`config.mk`:
```
export PLATFORM = sky130hd
export DESIGN_NAME = gae_ram
export DESIGN_NICKNAME = d
export VERILOG_FILES = /design/src/rtl/global_alignment_engine_assert.svh /design/src/rtl/gae_ram.sv
export SDC_FILE = /design/constraint.sdc
export NUM_CORES = 1
export LEC_CHECK = 0
export ABC_CLOCK_PERIOD_IN_PS = 6500
export CAP_MARGIN = 25
export CORE_UTILIZATION = 41
export DETAILED_ROUTE_END_ITERATION = 6
export DONT_BUFFER_PORTS = 1
export SLEW_MARGIN = 20
export SYNTH_ARGS = -nofsm -noshare
export SYNTH_HDL_FRONTEND = slang
export SYNTH_SLANG_ARGS = --single-unit
```
`constraint.sdc`:
```
create_clock -name clock -period 6.5 [get_ports clock]
set_input_delay 1.3 -clock clock [delete_from_list [all_inputs] [get_ports clock]]
set_output_delay 1.3 -clock clock [all_outputs]
set_load 0.05 [all_outputs]
```
`src/rtl/global_alignment_engine_assert.svh`:
```
// Assertion macros shared by the alignment engine RTL
`ifndef GLOBAL_ALIGNMENT_ENGINE_ASSERT_SVH
`define GLOBAL_ALIGNMENT_ENGINE_ASSERT_SVH
`ifndef SYNTH
`define GAE_ASSERT(lbl, clk, rst, prop, msg) \
   lbl: assert property (@(posedge clk) disable iff (rst) prop) else $error(msg);
`define GAE_NEVER(lbl, clk, rst, cond, msg) \
   lbl: assert property (@(posedge clk) disable iff (rst) !(cond)) else $error(msg);
`else
`define GAE_ASSERT(lbl, clk, rst, prop, msg)
`define GAE_NEVER(lbl, clk, rst, cond, msg)
`endif
`endif

```
`src/rtl/gae_ram.sv`:
```
module gae_ram #(
   parameter int WIDTH = 8,
   parameter int DEPTH = 32
) (
   input  logic                                         clock,
   input  logic                                         we,
   input  logic [(DEPTH > 1 ? $clog2(DEPTH) : 1)-1:0]   waddr,
   input  logic [WIDTH-1:0]                             wdata,
   input  logic [(DEPTH > 1 ? $clog2(DEPTH) : 1)-1:0]   raddr,
   output logic [WIDTH-1:0]                             rdata
);
   logic [WIDTH-1:0] mem [DEPTH];

   always_ff @(posedge clock) begin
      if (we) begin
         mem[waddr] <= wdata;
      end
      rdata <= mem[raddr];
   end
endmodule

```
-- Yosys cells after proc, flatten, opt, wreduce, memory -nomap -nowiden
Memories as Yosys holds them, arrays and structs flattened. A register that Yosys moved wholly into a read port is not among the register bits.
Cells that the tools add are included.
- memory bits (writable): 256
- logic and storage cells: 3
- memories kept: 1
- register bits after elaboration: 0
- output and inout bits: 8
- input port bits: 20
- muxes and demuxes: 2
- memory list (name ; words ; width ; read ports ; clocked after memory_dff ; write ports ; RTL line ; text):
    mem ; 32 ; 8 ; 1 ; 1 ; 1 ; gae_ram.sv:12 ; logic [WIDTH-1:0] mem [DEPTH];
- operators with widths (cell ; number):
    2-to-1 mux 1 bit ; 2

-- Logic depth before layout (Yosys ltp)
Gate-level depths: netlist of run 1.
- depth in word-level cells: 2
- depth in mapped cells: 5
- mapped depth without buffers: 3

-- Least setup slack after synthesis of run 1
Ideal clock, no wire load.
- path kind: input-to-reg
- from: in raddr[2] (netlist name)
- to: reg rdata[0], read port of mem
- arrival time: 2982 ps
- library setup time: 121 ps
- data required time: 6379 ps
- slack: 3398 ps
- buffers on the path: 2
- cell stages on the path: 5
- cell sequence: clkbuf_1 -> clkbuf_1 -> mux4_2 -> mux4_2 -> mux2_2
- RTL lines (what ; RTL line ; text):
    from (decl) ; gae_ram.sv:9 ; input logic [(DEPTH > 1 ? $clog2(DEPTH) : 1)-1:0] raddr,
    to (decl) ; gae_ram.sv:10 ; output logic [WIDTH-1:0] rdata

-- Worst setup path in the final report of run 1
- from: reg rdata[5], read port of mem
- to: out rdata[5]
No word-level cell between the ends.

==> flow_metrics.tcl, run 1 <==
set metrics [dict create \
    final_common_cell "edfxtp_1" \
    diodes 0 \
    syn-num-nets 437 \
    cts_sinks 264 \
    grt_start_max_net_pins 65 \
    yosys.area.top_type_share_pct 76.5 \
    track_usage_pct 16.5 \
    netlist_instances 417 \
    wl_per_cell_um 25.4 \
    cts_resized 0 \
    synth_area_per_cell_um2 24.1 \
    num_vias 4143 \
    ios 28 \
    htreeDepth 1 \
    cellPowerDensity_nw_per_um2 306 \
    wl_met1_mm 8.33 \
    slew_violations 0 \
    num-nets-final 446 \
    drtPass1Iterations 4 \
    place_congestion 0.712 \
    multi_input_area_um2 2100 \
    drc_errors 0 \
    critPathCaptureType "output pin" \
    tightest_slew_ns 0.804 \
    cp-start-kind "register" \
    synth-seq-cells 264 \
    finalHoldViolCount 0 \
    fmax_mhz 409 \
    met3WireLength_mm 1.50 \
    grt_pass1_wl_mm 29.0 \
    start_util_pct 42.3 \
    gr-total-overflow 0 \
    leakage_nw 3.34 \
    dr_wl_met2_mm 9.28 \
    drt_iter0_drc 345 \
    viasPerCell 5.43 \
    post-dp-hpwl_mm 11.9 \
    grt_pass1_vias 4369 \
    io_buffer_count 0 \
    fp.dieW_um 159 \
    post-cts-setup-buffer-count 0 \
    final_antenna_net_count 0 \
    drv_cap 0 \
    cts_buffers 27 \
    die_area_um2 25200 \
    hold_path.class "in2reg" \
    rsz0062_at_grt "no" \
    dr.max_layer_used "met4" \
    mostFrequentLayoutCells "256 x edfxtp_1, 80 x mux4_2, 33 x nor2_1, 27 x clkbuf_16, 10 x clkbuf_1" \
    core_um2 23800 \
    synthTopCellsByArea "edfxtp_1 76%, mux4_2 18%, dfxtp_1 1.6%, nor2_1 1.2%, mux2_2 0.90%" \
    slew_headroom_pct 46.2 \
    synth_warnings 0 \
    critPathMaxFanout 1 \
    seq_area_um2 7850 \
    die_y_um 159 \
    fin_crit_sh_pct 37.6 \
    yosysUniqueCellTypes 15 \
    area_growth_pct 10.7 \
    fin_skew_ns 0.0110 \
    period_needed_ns 2.44 \
    yosysTopAreaCell "edfxtp_1" \
    yosysSeqAreaShare_pct 78.1 \
    placementRows 56 \
    crit_required_ns 5.20 \
    insertion_delay_ns 0.52 \
    critPathKind "reg2out" \
    cts_tree "built" \
    antenna_found_initial 0 \
    irDropWorstVdd_uv 148 \
    drive_gt1_share_pct 27.9 \
    synth_area_um2 10100 \
    holdWs_ns 0.876 \
    cts_max_path_buffers 3 \
    finalSetupViolCount 0 \
    finalWirelength_mm 19.4 \
    num-fill-cells 1893 \
    cts_hold_buf 0 \
    path_clk_slew_ns 0.06 \
    tns_ns 0 \
    status "finished clean" \
    crit_arrival_ns 1.14 \
    root_buffer "clkbuf_16" \
]
==> through the flow <==
stage	util, %	total power [mW]	std cells	setup WS (ns)	area (µm²)
after floorplan	-	2.06	417	3.40	10100
after global placement	43.6	2.06	716	3.50	10300
after detailed placement	43.6	2.07	716	3.53	10300
after CTS	46.9	3.44	763	4.02	11100
after global routing	46.9	3.51	763	4.02	11100
final	46.9	3.41	763	4.06	11100
==> cell families after synthesis <==
kind of cell | after synthesis | share of synthesized area (%)
and+or+nand+nor | 45 | 2.07
DFF | 264 | 78.1
buffers and inverters | 20 | 1.06
muxes | 88 | 18.8
==> synth_stat cells <==
library cell	instances
buf_6	1
buf_2	1
nand3b_1	5
or3_1	1
or3b_2	3
buf_4	6
mux4_2	80
clkbuf_1	6
nor2_1	33
buf_1	6
mux2_2	8
nand2_1	1
nand3_1	2
edfxtp_1	256
dfxtp_1	8
==> registers in the layout (all words and copies together), names as in the netlist <==
name and count:
mem 256, rdata 8
==> layer usage <==
metal  track usage [%]  vias up
met5                 0        -
met4              4.21        0
met3              4.11       26
met2              25.7      135
met1              23.3     2184
li1                  -     1798
==> path summary, 6_finish.rpt <==
| path | start | slack, ns | depth (start not counted) | end |
|---|---|---|---|---|
| max | rdata[5] | 4.06 | 0 | rdata[5] |
| min | wdata[2] | 0.88 | 0 | mem[20][2] |
| max reg2reg | mem[2][6] | 4.64 | 3 | rdata[6] |
| min reg2reg | mem[12][5] | 0.90 | 3 | rdata[5] |
==> report_power, final <==
part           switching [mW]  internal (mW)
registers              0.0321           1.89
logic                  0.0379         0.0652
clock network           0.602          0.778
total                   0.672           2.74
==> area by class of cell <==
| cell class | count | share of cell area [%] |
|---|---|---|
| multi-input cells | 133 | 18.9 |
| clock buffers | 38 | 6.53 |
| clock inverters | 9 | 0.517 |
| flip-flops and latches | 264 | 70.5 |
| well taps | 319 | 3.59 |
(Power assumes the default switching activity.)
==> run 2, diff against run 1 <==
Settings changed: ABC_CLOCK_PERIOD_IN_PS 6500 to 2300.
Clock period 6.5 ns to 2.3 ns, I/O delays scaled along.
==> flow_metrics.tcl, run 2 (synthesized netlist as in run 1, its figures left out) <==
set metrics [dict create \
    status "finished clean" \
    cts_hold_buf 0 \
    cts_tree "built" \
    ios 28 \
    critPathMostFrequentCell "mux4_2" \
    grt_util_met2_pct 28.1 \
    cts_max_path_buffers 3 \
    slowest_delay_ns 0.54 \
    top_register "mem" \
    slew_headroom_pct 60.6 \
    track_usage_pct 18.0 \
    fmax_mhz 550 \
    wl_per_cell_um 26.6 \
    start_util_pct 42.3 \
    crit_arrival_ns 2.22 \
    core_um2 23800 \
    period_needed_ns 1.82 \
    finalSetupViolCount 0 \
    cts_resized 0 \
    post-dp-hpwl_mm 12.8 \
    grtUsageMet3_pct 3.92 \
    viasPerCell 5.50 \
    cellPowerDensity_nw_per_um2 866 \
    irDropWorstVdd_uv 420 \
    grt_util_met1_pct 26.4 \
    grt_start_max_net_pins 65 \
    htreeDepth 1 \
    tightest_slew_ns 0.591 \
    grt_pass1_wl_mm 31.5 \
    path_clk_slew_ns 0.07 \
    finalWirelength_mm 21.1 \
    grt_busiest_layer "met2" \
    grt_pass1_vias 4596 \
    p_total_mw 9.92 \
    fin_skew_ns 0.0108 \
    die_area_um2 25200 \
    drc_errors 0 \
    fp.dieW_um 159 \
    rsz0062_at_grt "no" \
    drtPass1Iterations 5 \
    cts_buffers 25 \
    io_buffer_count 0 \
    placementRows 56 \
    place_congestion 0.741 \
    root_buffer "clkbuf_16" \
    post-cts-setup-buffer-count 0 \
    antenna_found_initial 0 \
    drt_iter0_drc 537 \
    num_vias 4381 \
    mostFrequentLayoutCells "256 x edfxtp_1, 80 x mux4_2, 36 x buf_4, 33 x nor2_1, 25 x clkbuf_16" \
    die_y_um 159 \
    final_common_cell "edfxtp_1" \
    final_antenna_net_count 0 \
    largest_register_ffs 256 \
    insertion_delay_ns 0.52 \
    leakage_nw 3.56 \
    hold_path.class "in2reg" \
    slowest_stage "mux4_2" \
    cp-start-kind "register" \
    tns_ns 0 \
    critPathKind "reg2reg" \
    fin_crit_sh_pct 79.1 \
    num-nets-final 480 \
    drv_cap 0 \
    crit_required_ns 2.70 \
    critPathCaptureType "register" \
    diodes 0 \
    cts_sinks 264 \
    drive_gt1_share_pct 34.4 \
    gr-total-overflow 0 \
    finalHoldViolCount 0 \
    area_growth_pct 13.9 \
    critPathMaxFanout 1 \
    reg_top3 "mem: 256 flops, rdata: 8 flops" \
    slew_violations 0 \
    cp_cell_sequence "mux4_2 > mux4_2 > mux2_2" \
]
-- run 2: changes by cell type in the layout (fill, tap and decap cells not counted) --
cell,change
clkinv_2,+3
inv_8,-1
inv_6,+1
buf_4,+36
clkbuf_16,-2
bufinv_16,+4
clkbuf_1,-6
clkinv_1,-1
clkinvlp_4,-1
-- run 2: layout make-up --
class | count | area [µm²]
flip-flops and latches | 264 | 7850
repair buffers | 36 | 270
multi-input cells | 133 | 2100
fillers | 1897 | 12300
clock buffers | 30 | 654
well taps | 319 | 399
clock inverters | 14 | 179
-- run 2: critical path: cells and delay by family, from the launching register on --
| family | cells | cell delay [ns] |
|---|---|---|
| flip-flops | 1 | 0.37 |
| multiplexers | 3 | 1.34 |
-- run 2: power by group --
part           internal (mW)  switching (mW)
clock network           2.48            1.70
registers               5.35          0.0991
logic                  0.190           0.100
-- run 2: stage by stage --
step | util (%) | instance area [µm²] | instances | setup WS, ns | hold slack [ns]
after floorplan | - | 10100 | 417 | 0.0376 | 0.559
after global placement | 44.7 | 10600 | 752 | 0.335 | 0.561
after detailed placement | 44.7 | 10600 | 752 | 0.334 | 0.561
after CTS | 48.2 | 11400 | 796 | 0.473 | 0.0185
after global routing | 48.2 | 11400 | 796 | 0.438 | 0.0118
final | 48.2 | 11400 | 796 | 0.480 | 0.0358
-- run 2: routing by layer --
layer	up-vias	wire length [µm]
li1	1855	-
met1	2377	9380
met2	130	10100
met3	19	1480
met4	0	183
met5	-	0
-- run 2: final timing paths --
path | startpoint | end | slack (ns) | depth (start not counted)
worst min register to register | mem[30][5] | rdata[5] | 0.91 | 3
worst min-delay path | wdata[1] | mem[0][1] | 0.04 | 0
worst max-delay path | mem[5][6] | rdata[6] | 0.48 | 3
worst max register to register | mem[5][6] | rdata[6] | 0.48 | 3
==> run 3, diff against run 2 <==
Settings changed: ABC_AREA from default to 1, ABC_CLOCK_PERIOD_IN_PS 2300 to 1800.
Clock period 2.3 ns to 1.8 ns, I/O delays scaled along.
==> flow_metrics.tcl, run 3 <==
set metrics [dict create \
    status "complete, but fails checks" \
    violations "design-rule violations" \
    cts_resized 0 \
    crit_arrival_ns 1.36 \
    slew_violations 0 \
    fmax_mhz 582 \
    cts_hold_buf 9 \
    grt_util_met2_pct 32.7 \
    insertion_delay_ns 0.54 \
    leakage_nw 4.59 \
    cts_sinks 264 \
    synth.most_common_cell "nand2_1" \
    start_util_pct 41.6 \
    fin_skew_ns 0.00997 \
    synthTopCellsByCount "360 x nand2_1, 256 x edfxtp_1, 204 x nand3_1" \
    yosysSeqAreaShare_pct 72.8 \
    finalSetupViolCount 0 \
    ys_async_sr_fraction_pct 0 \
    root_buffer "clkbuf_16" \
    yosysUniqueCellTypes 12 \
    period_needed_ns 1.72 \
    rsz0062_at_grt "no" \
    critPathKind "reg2out" \
    irDropWorstVdd_uv 921 \
    critPathMaxFanout 1 \
    die_y_um 164 \
    yosysTopAreaCell "edfxtp_1" \
    synth-seq-cells 264 \
    synth_edf_count 256 \
    area_growth_pct 14.4 \
    synthTopCellsByArea "edfxtp_1 71%, nand2_1 13%, nand3_1 9.5%, buf_6 2.5%, dfxtp_1 1.5%" \
    hold_path.class "in2reg" \
    final_common_cell "nand2_1" \
    fin_crit_sh_pct 95.4 \
    post-place-cells 1248 \
    synth_area_per_cell_um2 11.7 \
    ys.flop_type "edfxtp_1" \
    drt_iter0_drc 733 \
    grtUsageMet3_pct 4.29 \
    tightest_slew_ns 0.758 \
    rr_startpoint "mem[1][7]" \
    netlist_instances 922 \
    comb_power_share_pct 5.0 \
    drc_errors 2 \
    post-dp-hpwl_mm 14.8 \
    num-fill-cells 2335 \
    finalWirelength_mm 26.3 \
    cellPowerDensity_nw_per_um2 1120 \
    placementRows 59 \
    ios 28 \
    synth_area_um2 10800 \
    cts_buffers 28 \
    grt_pass1_wl_mm 40.1 \
    cts_max_path_buffers 3 \
    gr-total-overflow 0 \
    wl_per_cell_um 20.1 \
    diodes 0 \
    post-cts-setup-buffer-count 0 \
    num_vias 6924 \
    crit_required_ns 1.44 \
    power_frac_clock_pct 44.4 \
    antenna_found_initial 0 \
    tns_ns 0 \
    place_congestion 0.822 \
    fin_cells 1309 \
    switchingPower_mw 2.93 \
    power_frac_seq_pct 50.5 \
    pre_cts_slack_ns 0.234 \
    hold_start "raddr[3]" \
    cts_tree "built" \
    grt_start_max_net_pins 130 \
    intPower_mw 10.8 \
    fp.dieW_um 164 \
    num-nets-final 972 \
    drv_cap 0 \
    grt_util_met1_pct 27.5 \
    critPathCaptureType "output pin" \
    grt_busiest_layer "met2" \
    syn-num-nets 942 \
    htreeDepth 1 \
    path_clk_slew_ns 0.06 \
    io_buffer_count 0 \
    grt_pass1_vias 6786 \
    cp-start-kind "register" \
    swShare_pct 21.3 \
    finalWorstSetupSlack_ns 0.0823 \
    finalHoldViolCount 0 \
    crit_start "rdata[5]" \
    viasPerCell 5.29 \
    largest_register_ffs 256 \
    slew_headroom_pct 49.4 \
    drive_gt1_share_pct 9.75 \
    mostFrequentLayoutCells "360 x nand2_1, 256 x edfxtp_1, 204 x nand3_1, 37 x buf_4, 32 x nor2_1" \
    synth_warnings 0 \
    track_usage_pct 20.2 \
    final_antenna_net_count 0 \
    top_register "mem" \
    core_um2 25900 \
    die_area_um2 27000 \
    reg_top3 "mem: 256 flops, rdata: 8 flops" \
    drtPass1Iterations 7 \
    yosys.area.top_type_share_pct 71.3 \
]
run 3: final timing paths:
kind	end	slack (ns)	cells after the start
min	rdata[5]	0.04	4
min reg2reg	rdata[6]	0.77	8
max	rdata[5]	0.08	0
max reg2reg	rdata[7]	0.63	8
run 3: worst register-to-register path, stage by stage (launching register included):
cell and delay (ns):
edfxtp_1 0.36, nand2_1 0.07, nand3_1 0.07, nand3_1 0.14, nand2_1 0.07, nand2_1 0.05
nand2_1 0.09, nand2_1 0.15, nand2_1 0.06
run 3: final cells by class:
type | count | area (µm²) | share of cell area (%)
flip-flops and latches | 264 | 7850 | 63.6
multi-input cells | 596 | 2490 | 20.2
clock buffers | 33 | 741 | 6.00
repair buffers | 52 | 568 | 4.60
well taps | 335 | 419 | 3.40
clock inverters | 19 | 238 | 1.93
inverters | 10 | 38.8 | 0.314
run 3: routing by layer:
metal,wire length (µm),part of all wire [%]
met2,12200,47
met1,11700,45
met5,0,0
met4,578,2.2
met3,1780,6.8
run 3: kinds of logic after synthesis:
kind of cell,share of synthesized area [%]
AND/OR/NAND/NOR,23.1
flip-flops,72.8
buffers and inverters,4.14
run 3: power groups by stage:
stage | combinational, mW | clock [mW] | sequential (mW)
floorplan | 0.492 | 0 | 7.06
global placement | 0.550 | 0 | 7.09
CTS | 0.699 | 6.19 | 6.96
global route | 0.770 | 6.44 | 6.96
finish | 0.695 | 6.12 | 6.96
detailed placement | 0.552 | 0 | 7.09
run 3: stage by stage:
| step | hold WS (ns) | util, % | total power, mW | cell area, µm² |
|---|---|---|---|---|
| 5_1_grt | 0.0599 | 47.6 | 14.2 | 12300 |
| 3_5_place_dp | 0.461 | 43.2 | 7.64 | 11200 |
| 3_3_place_gp | 0.461 | 43.2 | 7.64 | 11200 |
| 2_1_floorplan | 0.459 | - | 7.55 | 10800 |
| 6_report | 0.0358 | 47.6 | 13.8 | 12300 |
| 4_1_cts | 0.0210 | 47.6 | 13.8 | 12300 |
